==> config.mk <==
export PLATFORM = sky130hd
export DESIGN_NAME = apq_cell
export DESIGN_NICKNAME = d
export VERILOG_FILES = /design/src/rtl/apq_pkg.sv /design/src/rtl/apq_cell.sv
export SDC_FILE = /design/constraint.sdc
export NUM_CORES = 1
export LEC_CHECK = 0
export BUFFER_PORTS_ARGS = -buffer_cell sky130_fd_sc_hd__buf_2
export CAP_MARGIN = 20
export CORE_AREA = 2 2 176 178
export CTS_CLUSTER_DIAMETER = 60
export DETAILED_ROUTE_END_ITERATION = 8
export DIE_AREA = 0 0 178 180
export MAX_ROUTING_LAYER = met4
export SLEW_MARGIN = 5
export SYNTH_ARGS = -nofsm -noshare
export SYNTH_HDL_FRONTEND = slang
export SYNTH_SLANG_ARGS = --single-unit
export TNS_END_PERCENT = 10
==> constraint.sdc <==
create_clock -name i_clk -period 11.7 [get_ports i_clk]
set_input_delay 0.585 -clock i_clk [delete_from_list [all_inputs] [get_ports i_clk]]
set_output_delay 0.585 -clock i_clk [all_outputs]
set_load 0.05 [all_outputs]
==> src/rtl/apq_pkg.sv <==
package apq_pkg;

    localparam int unsigned CAPACITY_DEF = 64;

    localparam int unsigned OP_W   = 2;
    localparam int unsigned TIME_W = 20;
    localparam int unsigned ID_W   = 64;
    localparam int unsigned SEV_W  = 20;
    localparam int unsigned RATE_W = 24;
    localparam int unsigned PROD_W = RATE_W + TIME_W;
    localparam int unsigned KEY_W  = 48;
    localparam int unsigned STAT_W = 2;

    localparam int unsigned IN_W  = 112;
    localparam int unsigned OUT_W = 72;

    localparam logic [OP_W-1:0] OP_INSERT = 2'd0;
    localparam logic [OP_W-1:0] OP_SERVE  = 2'd1;
    localparam logic [OP_W-1:0] OP_REMOVE = 2'd2;

    localparam logic [STAT_W-1:0] ST_SERVED = 2'd0;
    localparam logic [STAT_W-1:0] ST_EMPTY  = 2'd1;
    localparam logic [STAT_W-1:0] ST_FULL   = 2'd2;

    typedef enum logic [2:0] {
        CMD_NONE  = 3'd0,
        CMD_CMP   = 3'd1,
        CMD_INS   = 3'd2,
        CMD_POP   = 3'd3,
        CMD_MATCH = 3'd4,
        CMD_PACK  = 3'd5
    } t_cmd;

    typedef struct packed {
        logic              valid;
        logic [KEY_W-1:0]  key;
        logic [ID_W-1:0]   id;
    } t_slot;

    typedef struct packed {
        t_cmd              cmd;
        logic [KEY_W-1:0]  key;
        logic [ID_W-1:0]   id;
    } t_cell_ctl;

    // true when (ka, ia) is served before (kb, ib); keys are two's complement
    function automatic logic ahead_of(logic [KEY_W-1:0] ka, logic [ID_W-1:0] ia,
                                      logic [KEY_W-1:0] kb, logic [ID_W-1:0] ib);
        if (ka != kb) begin
            return $signed(ka) > $signed(kb);
        end
        return ia < ib;
    endfunction

endpackage

==> src/rtl/apq_cell.sv <==
module apq_cell (
    input  logic               i_clk,
    input  logic               i_rst_n,
    input  apq_pkg::t_cell_ctl i_ctl,
    input  apq_pkg::t_slot     i_prev,
    input  logic               i_prev_ahead,
    input  apq_pkg::t_slot     i_next,
    output apq_pkg::t_slot     o_slot,
    output logic               o_ahead,
    output logic               o_eq
);

    apq_pkg::t_slot r_slot;
    apq_pkg::t_slot n_slot;
    logic           r_ahead;
    logic           n_ahead;
    logic           r_eq;
    logic           n_eq;

    always_comb begin
        n_slot  = r_slot;
        n_ahead = r_ahead;
        n_eq    = r_eq;
        unique case (i_ctl.cmd)
            apq_pkg::CMD_CMP: begin
                n_ahead = !r_slot.valid ||
                          apq_pkg::ahead_of(i_ctl.key, i_ctl.id, r_slot.key, r_slot.id);
                n_eq    = r_slot.valid && (r_slot.key == i_ctl.key) &&
                          (r_slot.id == i_ctl.id);
            end
            apq_pkg::CMD_INS: begin
                if (r_ahead) begin
                    if (i_prev_ahead) begin
                        n_slot = i_prev;
                    end else begin
                        n_slot.valid = 1'b1;
                        n_slot.key   = i_ctl.key;
                        n_slot.id    = i_ctl.id;
                    end
                end
            end
            apq_pkg::CMD_POP: begin
                n_slot = i_next;
            end
            apq_pkg::CMD_MATCH: begin
                if (r_slot.valid && (r_slot.id == i_ctl.id)) begin
                    n_slot.valid = 1'b0;
                end
            end
            apq_pkg::CMD_PACK: begin
                // holes bubble towards the tail one place a cycle
                if (!r_slot.valid && i_next.valid) begin
                    n_slot = i_next;
                end else if (r_slot.valid && !i_prev.valid) begin
                    n_slot.valid = 1'b0;
                end
            end
            default: begin
            end
        endcase
    end

    always_ff @(posedge i_clk) begin
        r_slot.key <= n_slot.key;
        r_slot.id  <= n_slot.id;
        if (!i_rst_n) begin
            r_slot.valid <= 1'b0;
            r_ahead      <= 1'b0;
            r_eq         <= 1'b0;
        end else begin
            r_slot.valid <= n_slot.valid;
            r_ahead      <= n_ahead;
            r_eq         <= n_eq;
        end
    end

    assign o_slot  = r_slot;
    assign o_ahead = r_ahead;
    assign o_eq    = r_eq;

endmodule

Yosys cells after proc, flatten, opt, wreduce, memory -nomap -nowiden:

Index checks and enable logic that the tools add are counted.
W data, S select, Z words.

* magnitude comparators: 2
* equality and inequality tests: 12
* multiplexer cells: 13
* reductions and logical operators: 12

Operator list (number)
* $pmux W112 S3: 1
* $mux W113: 2
* $mux W112: 1
* $eq A64 B64 Y1: 1
* $lt A64 B64 Y1: 1
* $eq A48 B48 Y1: 1
* $gt A48 B48 Y1: 1
* $ne A48 B48 Y1: 1
* $mux W1: 8
* $eq A3 B2 Y1 const B: 2
* $eq A3 B3 Y1 const B: 2
* $ne A2 B2 Y1 const B: 3
* $logic_and A1 B1 Y1: 5
* $pmux W1 S4: 1
* $reduce_and A4 Y1: 1
* $reduce_bool A4 Y1: 1
* $eq A3 B1 Y1 const B: 1
* $ne A3 B3 Y1 const B: 1
* $reduce_and A3 Y1: 1
* $reduce_bool A3 Y1: 1
* $logic_not A1 Y1: 2
* $logic_or A1 B1 Y1: 1

* bits in registers: 115
* output and inout bits: 115
* logic and storage cells: 44

Longest topological paths before layout:

Gate-level depths: netlist of the first run.

* depth after elaboration: 6
* depth in mapped cells: 9
* mapped depth without buffers: 9

Least setup slack after synthesis of the first run:

No wires, ideal clock.

* path kind: input -> register
* from: in i_ctl[112] (netlist bit)
* to: reg r_slot, in the netlist o_slot[0], enable pin
* library setup time: 747 ps
* arrival: 9081 ps
* data required time: 10953 ps
* path slack: 1873 ps
* cell stages on the path: 3
* buffers on the path: 1
* cells stage by stage: clkbuf_1 -> nand2_1 -> o31ai_1

* word-level cells in the longest chain between the ends: 3

Ends and longest elaborated chain
* from (decl): RTL line apq_cell.sv:4 `input apq_pkg::t_cell_ctl i_ctl,`
* $eq A3 B3 Y1 or $eq A3 B2 Y1 (tied branches): RTL line apq_cell.sv:24 `unique case (i_ctl.cmd)`
* $ne A2 B2 Y1 (no source line) or $reduce_bool A3 Y1 (tied branches)
* $reduce_and A3 Y1 (no source line) (*)
* to (decl): RTL line apq_cell.sv:13 `apq_pkg::t_slot r_slot;`

Every way passes the cells marked *; elsewhere a longest branch is shown, timed or not.
A chain may end at the register's enable or synchronous reset.

==> summary.md, run 1 <==
| Metric | Value |
|---|---|
| Status | `complete, no violations` |
| RSZ-0062 raised after global routing | `false` |
| Crit-path cells | `buf_2, inv_1, nor2_1, o21ai_4, buf_4, buf_4, a21oi_1` |
| FF/Latch Area | `0.003423 mm²` |
| Gr ovfl total | `0` |
| Area grow syn2layout | `38.15%` |
| Fin crit period | `2.857 ns` |
| Total Wirelength | `about 30 mm` |
| Hold_ws | `roughly 0.44 ns` |
| Largest net degree at the start of global routing | `73` |
| Setup violators final | `0` |
| CP bufs+invs | `4` |
| Rows | `64` |
| # DRC | `0` |
| # H-tree levels | `4` |
| Die width | `178 µm` |
| Core area | `0.03019 mm²` |
| Worst-path maximum fanout | `around 70` |
| Post-synth EDFFs | `around 110` |
| Seq cells post-synth | `between 100 and 150` |
| Clock sink count | `between 100 and 150` |
| Num CTS Buffers | `17` |
| Most frequent cell on the critical path | `buf_4` |
| Gpl congestion | `0.9261` |
| Fillers | `around 3000` |
| # nets final | `1814` |
| Hold buffers post-CTS | `0` |
| Number of max-cap violations | `0` |
| Pwr/cell area | `about 120 mW/mm²` |
| Mean post-synth cell area | `between 9 and 10 µm²` |
| Share of layout cells above drive strength 1 | `0.3674` |
| Worst slew pin tran | `~0.91 ns` |
| Final Max Slew Viols | `0` |
| CTS tree | `done` |
| Die Ht | `about 180 µm` |
| CP endpoint kind | `flip-flop` |
| CP max-delay cell | `o21ai_4` |
| Detailed Route Iter0 Violations | `about 350` |
| Asr flop ratio synth | `0` |
| Vias per Instance | `4.701` |
| Worst VDD drop | `0.08701 mV` |
| Placement Setup Slack | `8.442 ns` |
| Syn Inst Count | `912` |
| GRT Util Overall | `0.1896` |
| Worst path required time | `around 12 ns` |
| Worst-skew pair later-pin latency | `0.43 ns` |
| DR pass1 iterations | `5` |
| Post-CTS sizing | `0` |
| CP Data Arrival Time | `3.00 ns` |
| Reg clk slew, reported paths | `0.06 ns` |
| Setup ws final | `8.843 ns` |
| CP delay by family, top | `buffers and inverters` |
| I/O Pins | `~460` |
| Longest Clk Path Bufs | `2` |
| Routed Antenna Nets | `0` |
| Initial Utilization | `0.2888` |
| Clock Skew | `roughly 0.012 ns` |
| PortBufs | `between 400 and 500` |
| Detail Placement HPWL | `24.85 mm` |
| Rel. slew slack | `0.3905` |
| Setup crit start kind | `input port` |
| Number of global-route vias before repair | `8168` |
| Wire per inst | `about 17 µm` |
| Antenna violations before repair | `4` |
| Setup Fix Bufs, Post-CTS | `0` |
| Syn Nets | `between 1000 and 1500` |
| Final hold vios | `0` |
| DR vias | `around 8300` |
| Hold crit path type | `in -> reg` |
| Post-synthesis sequential area ratio | `0.3927` |
| Area taken by multi-input logic gates | `approximately 0.0047 mm²` |
| Synth cell types | `45` |
| Syn Std Cell Area | `just under 0.009 mm²` |
| Die area | `roughly 0.032 mm²` |
| Crit path kind | `in -> reg` |
| Fin crit share | `0.2442` |
| Setup TNS Final | `0 ns` |
| Fmax | `between 300 and 400 MHz` |
| Synthesis Warnings | `0` |
| Pwr Total | `between 0.001 and 0.0015 W` |
| Global-route wire length before repair | `~45 mm` |
| Leakage power | `about 6.2 nW` |
| Root buffer cell | `clkbuf_16` |
| Crit-path max cell delay | `~0.71 ns` |
| Most used DFF post-synth | `edfxtp_1` |
## synthesized netlist by cell type, drive strengths merged (2+ instances only)
cell type / n / share of area
ha: 113 / 0.16
nor2: 120 / 0.052
nor3: 5 / 0.0034
nor4: 4 / 0.0036
edfxtp: 112 / 0.39
and4: 3 / 0.0030
nand2b: 2 / 0.0014
a21oi: 154 / 0.088
buf: 7 / 0.0032
mux2: 2 / 0.0026
o31ai: 3 / 0.0026
o211ai: 3 / 0.0032
a221o: 3 / 0.0034
a211oi: 4 / 0.0034
nand3: 13 / 0.0075
o21ai: 15 / 0.0086
nand4: 26 / 0.019
nand2: 21 / 0.0090
a221oi: 3 / 0.0030
clkbuf: 31 / 0.013
nor2b: 7 / 0.0059
inv: 117 / 0.050
mux2i: 114 / 0.13
a21o: 14 / 0.012
dfxtp: 3 / 0.0069
a21boi: 2 / 0.0017
## per-stage QoR
stage	util	area (µm²)	std cells
floorplan	-	8718	912
global placement	0.3789	11440	1734
detailed placement	0.3789	11440	1734
CTS	0.3986	12030	1765
global route	0.3990	12040	1769
finish	0.3990	12040	1769
## per-layer routing
metal,vias up,track usage,share of wire
met1,3790,0.2324,0.43
met3,34,0.03617,0.062
met4,0,0.06721,0.021
met2,305,0.3096,0.49
li1,4187,-,-
met5,-,-,0
## cell type report
type | count | area share
inverters | 117 | 0.03646
well taps | 396 | 0.04114
clock buffers | 18 | 0.03563
repair buffers | 464 | 0.1946
flip-flops and latches | 115 | 0.2842
diodes | 4 | 0.0008311
multi-input cells | 642 | 0.3933
clock inverters | 13 | 0.01382
## cells by family (layout without fill, tap and decap cells)
kind of cell               after synthesis  in the layout  share of synthesized area
AOI/OAI and AO/OA                      207            207                     0.1340
other                                    0              4                          0
and+or+nand+nor                        206            206                     0.1108
adders and majority gates              113            113                     0.1622
DFF                                    115            115                     0.3927
muxes                                  116            116                     0.1335
buffers and inverters                  155            612                    0.06688
## report_power, final
group | internal (W) | total [W] | leakage [nW] | switching, W
clock | 0.000351 | 0.000549 | 0.288 | 0.000198
combinational | 0.000134 | 0.000359 | 4.83 | 0.000225
sequential | 0.000488 | 0.000500 | 1.06 | 0.0000125
total | 0.000973 | 0.00141 | 6.18 | 0.000435
## sequential cells by signal, summed over array words and instances (netlist names)
| signal | flops |
|---|---|
| o_slot | 113 |
| o_ahead | 1 |
| o_eq | 1 |
## worst reg2reg max path: cells and delay by family, from the launching register on
| kind | cells | cell delay (ns) |
|---|---|---|
| adders and majority gates | 1 | 0.33 |
| buffers and inverters | 1 | 0.07 |
| muxes | 1 | 0.16 |
| and+or+nand+nor | 4 | 1.09 |
| AOI/OAI and AO/OA | 2 | 0.55 |
| DFF | 1 | 0.45 |
## final timing paths
| path | from | endpoint | slack, ns | depth (start not counted) |
|---|---|---|---|---|
| setup / recovery | i_ctl[113] | o_slot[87] | 8.84 | 7 |
| hold / removal | i_rst_n | o_slot[112] | 0.44 | 2 |
| setup reg to reg | o_slot[61] | o_slot[112] | 8.94 | 9 |
| hold reg to reg | o_eq | o_eq | 0.52 | 2 |
## layout by cell type (no fill, tap or decap), types with 6 or more instances in the layout
master	synthesis	layout
ha_1	113	113
nand4_1	25	25
clkbuf_16	0	17
mux2i_1	114	114
o21ai_0	14	14
a21o_1	14	14
nand3_1	13	13
buf_2	1	457
nand2_1	21	21
a21oi_1	154	154
nor2b_1	6	6
buf_4	0	6
nor2_1	120	120
inv_1	117	117
edfxtp_1	112	112
Note: power is estimated with default switching activity, not from simulation.
==> run 2: changes to the inputs <==
--- a/config.mk
+++ b/config.mk
@@ -7,10 +7,10 @@
 export LEC_CHECK = 0
 export BUFFER_PORTS_ARGS = -buffer_cell sky130_fd_sc_hd__buf_2
 export CAP_MARGIN = 20
-export CORE_AREA = 2 2 176 178
+export CORE_AREA = 2 2 181 183
 export CTS_CLUSTER_DIAMETER = 60
 export DETAILED_ROUTE_END_ITERATION = 8
-export DIE_AREA = 0 0 178 180
+export DIE_AREA = 0 0 183 185
 export MAX_ROUTING_LAYER = met4
 export SLEW_MARGIN = 5
 export SYNTH_ARGS = -nofsm -noshare
==> constraint.sdc (replaced) <==
create_clock -name i_clk -period 2.48 [get_ports i_clk]
set_input_delay 0.124 -clock i_clk [delete_from_list [all_inputs] [get_ports i_clk]]
set_output_delay 0.124 -clock i_clk [all_outputs]
set_load 0.05 [all_outputs]
==> run 2 against run 1 <==
  * Global-route usage is 1.6 points lower
  * Combinational power grew to 4.9 times the previous value
  * Via count is 0.18% lower
  * Sequential power grew to 4.7 times the previous value
  * Clock-buffer cell count is 1 lower
  * Core utilization is 0.85 points lower
==> summary.md, run 2 (synthesis gave the netlist of run 1 again) <==
| Metric | Value |
|---|---|
| Status | `complete, no violations` |
| Crit-path max cell delay | `0.39 ns` |
| CP max-delay cell | `edfxtp_1` |
| Initial Utilization | `0.2721` |
| Vias per Instance | `about 4.6` |
| Commonest cells after routing, fill and taps aside | `buf_2 (457), a21oi_1 (154), nor2_1 (120)` |
| CTS tree | `done` |
| # nets final | `about 1800` |
| Switching pwr | `0.002099 W` |
| Crit-path cells | `inv_1, ha_1, nand4_1, nor2_1, a221o_1, o31ai_2, nand4bb_4, mux2_4, a31oi_1` |
| CP delay by family, top | `compound AO/OA/AOI/OAI gates` |
| GRT Util Overall | `0.1732` |
| Detailed Route Iter0 Violations | `about 340` |
| Number of max-cap violations | `0` |
| Final hold vios | `0` |
| Sequential share of power | `0.334` |
| Internal cell power | `0.004949 W` |
| DR vias | `8301` |
| Area taken by multi-input logic gates | `a little under 0.005 mm²` |
| Core area | `between 0.03 and 0.04 mm²` |
| Placed cell area | `0.01164 mm²` |
| Largest net degree at the start of global routing | `121` |
| Hold Path End | `o_slot[50]` |
| Clock Skew | `around 0.012 ns` |
| Crit Reg-Reg Endpoint | `o_ahead` |
| # diodes | `0` |
| FF/Latch Area | `0.003427 mm²` |
| CP bufs+invs | `1` |
| Worst path required time | `around 2.8 ns` |
| Clock Power Share | `0.417` |
| Crit. Startpoint | `o_slot[75]` |
| Gr ovfl total | `0` |
| Die area | `around 0.034 mm²` |
| Die width | `about 180 µm` |
| I/O Pins | `459` |
| Worst r2r src | `o_slot[75]` |
| Routed Antenna Nets | `0` |
| Area grow syn2layout | `43.50%` |
| Detail Placement HPWL | `roughly 24 mm` |
| R2r worst-path depth | `9` |
| Worst-skew pair later-pin latency | `roughly 0.4 ns` |
| Crit path kind | `reg -> reg` |
| Setup violators final | `0` |
| Clock sink count | `115` |
| Fillers | `3300` |
| Wire per inst | `approximately 16 µm` |
| Worst slew pin tran | `around 0.61 ns` |
| Logic pwr share | `0.249` |
| Share of layout cells above drive strength 1 | `0.3885` |
| Reg clk slew, reported paths | `about 0.060 ns` |
| Fin crit share | `0.9550` |
| Final Max Slew Viols | `0` |
| Num CTS Buffers | `17` |
| WHS Path Cells | `3` |
| # DRC | `0` |
| Root buffer cell | `clkbuf_16` |
| Hold crit path type | `in -> reg` |
| Rows | `66` |
| Finished Cell Area | `0.01251 mm²` |
| Leading cell type in the layout, fill and taps excluded | `buf_2` |
| Max reg flops | `about 110` |
| Fin crit period | `between 2 and 2.5 ns` |
| Gpl congestion | `between 0.8 and 0.9` |
| Pwr/cell area | `roughly 560 mW/mm²` |
| # H-tree levels | `4` |
| CP endpoint kind | `flip-flop` |
| Worst-path maximum fanout | `3` |
| Die Ht | `185 µm` |
| Worst min-delay path startpoint | `i_next[50]` |
| RSZ-0062 raised after global routing | `true` |
| Fmax | `422.2 MHz` |
| Dpl cells | `between 1500 and 2000` |
| Leakage power | `6.393 nW` |
| Number of global-route vias before repair | `approximately 8000` |
| Rel. slew slack | `0.5942` |
| R2R setup slack | `between 0.1 and 0.15 ns` |
| DR pass1 iterations | `5` |
| CP Data Arrival Time | `around 2.7 ns` |
| Worst VDD drop | `slightly below 0.4 mV` |
| Sw frac | `0.2978` |
| Total Wirelength | `roughly 30 mm` |
| Longest Clk Path Bufs | `2` |
| Global-route wire length before repair | `around 44 mm` |
| Layout Cells excl Fill | `between 1500 and 2000` |
| Antenna violations before repair | `0` |
| Setup crit start kind | `flip-flop` |
| PortBufs | `between 400 and 500` |
-- run 2: changes by cell type in the layout (fill, tap and decap cells not counted), moves of 4 or more --
cell	previous run	this run
buf_4	6	18
ha_1	113	109
clkinv_4	0	4
buf_12	0	6
ha_4	0	4
diode_2	4	0
-- run 2: through the flow --
step           worst slack, ns  total power (W)  setup TNS [ns]  hold slack [ns]  utilization
2_1_floorplan           -1.204         0.003469         -134.85           0.2508            -
3_3_place_gp           -0.1937         0.004111         -0.2853           0.4021       0.3633
3_5_place_dp           -0.2933         0.004131         -0.4129           0.3947       0.3633
4_1_cts               -0.03267         0.007145        -0.03267         0.003208       0.3865
5_1_grt               -0.04074         0.007393        -0.05651          0.02546       0.3905
6_report                0.1117         0.007048               0          0.03743       0.3905
-- run 2: routing by layer --
| metal | global-route usage | share of wire | up-vias |
|---|---|---|---|
| met4 | 0.04544 | 0.013 | 0 |
| li1 | - | - | 4223 |
| met1 | 0.2100 | 0.43 | 3762 |
| met3 | 0.02753 | 0.052 | 23 |
| met2 | 0.3003 | 0.50 | 293 |
| met5 | - | 0 | - |
-- run 2: worst min-delay path: stages --
cell and delay (ns):
buf_2 0.07, nor2_1 0.03, a21oi_1 0.10
-- run 2: area by class of cell --
cell class	count	share of cell area
multi-input cells	642	0.3894
flip-flops and latches	115	0.2739
repair buffers	484	0.2058
well taps	408	0.04080
inverters	117	0.03510
clock buffers	17	0.03400
clock inverters	15	0.02090
-- run 2: how the worst max path moves through the flow --
stage | to | slack (ns) | cells past startpoint
6_report | o_ahead | 0.11 | 9
5_1_grt | o_ahead | -0.04 | 11
4_1_cts | o_ahead | -0.03 | 11
3_5_place_dp | o_ahead | -0.29 | 9
3_3_place_gp | o_ahead | -0.19 | 9
2_1_floorplan | o_slot[0] | -1.20 | 1
-- run 2: what timing repair did --
item | 4_1_cts | 5_1_grt
hold buffers | 1 | 0
buffers inserted | 2 | 3
pin swaps | 3 | 14
endpoints found under the setup margin | 3 | 3
hold endpoints to repair | 3 | 0
gates resized for setup | 5 | 15
-- run 2: power groups by stage --
stage               combinational [W]  sequential [W]  clock, W
floorplan                    0.000709         0.00276         0
global placement              0.00172         0.00239         0
detailed placement            0.00173         0.00240         0
CTS                           0.00175         0.00236   0.00304
global route                  0.00192         0.00237   0.00310
finish                        0.00175         0.00236   0.00294
==> run 3: changes to the inputs <==
--- a/config.mk
+++ b/config.mk
@@ -5,12 +5,13 @@
 export SDC_FILE = /design/constraint.sdc
 export NUM_CORES = 1
 export LEC_CHECK = 0
+export ABC_AREA = 1
 export BUFFER_PORTS_ARGS = -buffer_cell sky130_fd_sc_hd__buf_2
 export CAP_MARGIN = 20
-export CORE_AREA = 2 2 181 183
+export CORE_AREA = 2 2 179 181
 export CTS_CLUSTER_DIAMETER = 60
 export DETAILED_ROUTE_END_ITERATION = 8
-export DIE_AREA = 0 0 183 185
+export DIE_AREA = 0 0 181 183
 export MAX_ROUTING_LAYER = met4
 export SLEW_MARGIN = 5
 export SYNTH_ARGS = -nofsm -noshare
==> run 3 against run 2 <==
  * Non-clock buffer count decreased by 14
  * Synthesized cell count up 28%
  * Die area fell by 2.2%
  * Critical path depth is 3 higher
  * Register-to-register slack better by 0.36 ns
  * Wire length rose by 5.6%
  * Core utilization increased by 0.49 points
  * Sequential share of layout area grew 0.39 points
  * Via count rose by 13%
  * Clock skew hardly changed
  * Maximum frequency rose by 18%
  * Critical endpoint unchanged
  * Largest cell class unchanged
  * Highest routed layer unchanged
==> summary.md, run 3 <==
| Metric | Value |
|---|---|
| GRT Util Overall | `0.1901` |
| Leading cell type in the layout, fill and taps excluded | `buf_2` |
| I/O Pins | `between 400 and 500` |
| Hold buffers post-CTS | `1` |
| Reg clk slew, reported paths | `approximately 0.060 ns` |
| Placed cell area | `about 0.012 mm²` |
| Dominant cell type by area after synthesis | `edfxtp_1` |
| Detailed Route Iter0 Violations | `between 400 and 500` |
| CTS tree | `done` |
| Worst-skew pair later-pin latency | `between 0.4 and 0.5 ns` |
| Root buffer cell | `clkbuf_16` |
| Share of layout cells above drive strength 1 | `0.3227` |
| Clock sink count | `115` |
| Seq cells post-synth | `roughly 120` |
| Mean post-synth cell area | `7.708 µm²` |
| Setup Fix Bufs, Post-CTS | `0` |
| RSZ-0062 raised after global routing | `false` |
| Fin crit share | `0.8091` |
| Worst VDD drop | `~0.43 mV` |
| Crit-path max cell delay | `0.37 ns` |
| Most common cell in the netlist | `nand2_1` |
| Crit-path cells | `inv_1, ha_1, nand2_2, nor2_2, nand2_2, nor2_4, nand2_2, nor2_4, nand3_1, nor2_1, a21oi_1, a21oi_1` |
| Fmax | `~500 MHz` |
| Most frequent cell on the critical path | `nand2_2` |
| # H-tree levels | `4` |
| CP delay by family, top | `simple AND/OR/NAND/NOR gates` |
| Pwr/cell area | `about 580 mW/mm²` |
| DR vias | `9402` |
| Area grow syn2layout | `36.79%` |
| Worst-path maximum fanout | `4` |
| PortBufs | `roughly 460` |
| # DRC | `0` |
| Logic pwr share | `0.288` |
| Area contributors post-synth | `edfxtp_1 (37%), ha_1 (16%), nand2_1 (15%), a31oi_1 (7.8%), inv_1 (6.4%)` |
| # nets final | `2068` |
| Max reg flops | `113` |
| Fin crit period | `2.007 ns` |
| Asr flop ratio synth | `0` |
| Leakage power | `~6.4 nW` |
| Post-synthesis sequential area ratio | `0.3793` |
| Gpl congestion | `about 0.9` |
| Number of global-route vias before repair | `roughly 9000` |
| Largest net degree at the start of global routing | `roughly 110` |
| CP endpoint kind | `flip-flop` |
| Rows | `65` |
| Commonest cells after routing, fill and taps aside | `buf_2 (457), nand2_1 (361), inv_1 (153)` |
| CP max-delay cell | `ha_1` |
| Longest Clk Path Bufs | `2` |
| DR pass1 iterations | `5` |
| Initial Utilization | `0.2890` |
| CP bufs+invs | `1` |
| Syn Inst Count | `around 1200` |
| Syn Nets | `1628` |
| Most used DFF post-synth | `edfxtp_1` |
| Switching pwr | `0.002399 W` |
| Global-route wire length before repair | `between 40 and 50 mm` |
| Finished Cell Area | `around 0.012 mm²` |
| Synth top area share | `0.3726` |
| Gr ovfl total | `0` |
| Dpl cells | `1993` |
| Syn Std Cell Area | `around 0.009 mm²` |
| Routed Antenna Nets | `0` |
| Number of max-cap violations | `0` |
| Wire per inst | `approximately 15 µm` |
| Clock Skew | `about 0.011 ns` |
| Clock Power Share | `0.371` |
| Internal cell power | `between 0.004 and 0.005 W` |
| Worst slew pin tran | `roughly 0.56 ns` |
| Rel. slew slack | `0.6245` |
| Status | `complete, no violations` |
| Core area | `0.03123 mm²` |
| Final Max Slew Viols | `0` |
| Setup crit start kind | `flip-flop` |
| Layout Cells excl Fill | `roughly 2000` |
| Post-synth EDFFs | `around 110` |
| Sequential share of power | `0.341` |
| Setup violators final | `0` |
| Die Ht | `183 µm` |
| Post-CTS sizing | `0` |
| Die width | `181 µm` |
| Total Wirelength | `between 30 and 40 mm` |
| Num CTS Buffers | `17` |
| Synthesis Warnings | `0` |
| CP Data Arrival Time | `between 2 and 2.5 ns` |
| Detail Placement HPWL | `25.37 mm` |
| Die area | `between 0.03 and 0.04 mm²` |
| Top cells by count, synth | `nand2_1 (361), inv_1 (155), nor2_1 (147)` |
| Crit path kind | `reg -> reg` |
| Hold crit path type | `in -> reg` |
| Final hold vios | `0` |
| Antenna violations before repair | `6` |
| Worst path required time | `2.82 ns` |
| Synth cell types | `30` |
| Sw frac | `0.3376` |
| Vias per Instance | `between 4 and 5` |
[run 3: through the flow]
| stage | total power (W) | hold slack (ns) | util | worst slack, ns | TNS (ns) |
|---|---|---|---|---|---|
| 5_1_grt | 0.007498 | 0.04624 | 0.3954 | 0.2690 | 0 |
| 6_report | 0.007107 | 0.05341 | 0.3954 | 0.4734 | 0 |
| 3_5_place_dp | 0.004525 | 0.3735 | 0.3748 | 0.4139 | 0 |
| 2_1_floorplan | 0.003799 | 0.2458 | - | -0.3519 | -39.42 |
| 3_3_place_gp | 0.004497 | 0.3742 | 0.3748 | 0.4114 | 0 |
| 4_1_cts | 0.007209 | 0.02990 | 0.3949 | 0.4020 | 0 |
[run 3: routing by layer]
layer | global-route usage | share of wire | up-vias | wire [µm]
met2 | 0.3228 | 0.49 | 343 | 15280
met3 | 0.03813 | 0.065 | 44 | 2028
met1 | 0.2242 | 0.42 | 4238 | 13200
met5 | - | 0 | - | 0
li1 | - | - | 4777 | -
met4 | 0.06927 | 0.024 | 0 | 763
[run 3: cell families after synthesis]
family | count (synthesis) | share of synthesized area
AO/OA/AOI/OAI | 184 | 0.1206
adder cells (fa/ha/maj) | 113 | 0.1566
AND/OR/NAND/NOR | 548 | 0.2405
flip-flops | 115 | 0.3793
buffers and inverters | 211 | 0.1030
[run 3: power groups by stage]
stage	clock, W	sequential, W	combinational, W
6_report	0.00264	0.00242	0.00204
4_1_cts	0.00271	0.00243	0.00207
3_5_place_dp	0	0.00247	0.00206
3_3_place_gp	0	0.00245	0.00204
2_1_floorplan	0	0.00296	0.000836
5_1_grt	0.00279	0.00244	0.00227
[run 3: tightest hold or removal path: cells and delay by family]
family,cells,cell delay (ns)
buf+inv,1,0.07
compound gates,1,0.12
simple gates,1,0.03
[run 3: final cells by class]
class / count / area [µm²]
fillers: 3318 / 18880
multi-input cells: 845 / 4688
flip-flops and latches: 115 / 3431
repair buffers: 470 / 2475
inverters: 162 / 619.3
well taps: 402 / 503.0
clock buffers: 18 / 429.2
clock inverters: 14 / 186.4
diodes: 6 / 15.01
[run 3: worst paths after layout]
| path | end | depth (start not counted) | startpoint | slack (ns) |
|---|---|---|---|---|
| max | o_ahead | 12 | o_slot[111] | 0.47 |
| min reg2reg | o_eq | 2 | o_eq | 0.47 |
| max reg2reg | o_ahead | 12 | o_slot[111] | 0.47 |
| min | o_slot[79] | 3 | i_next[79] | 0.05 |
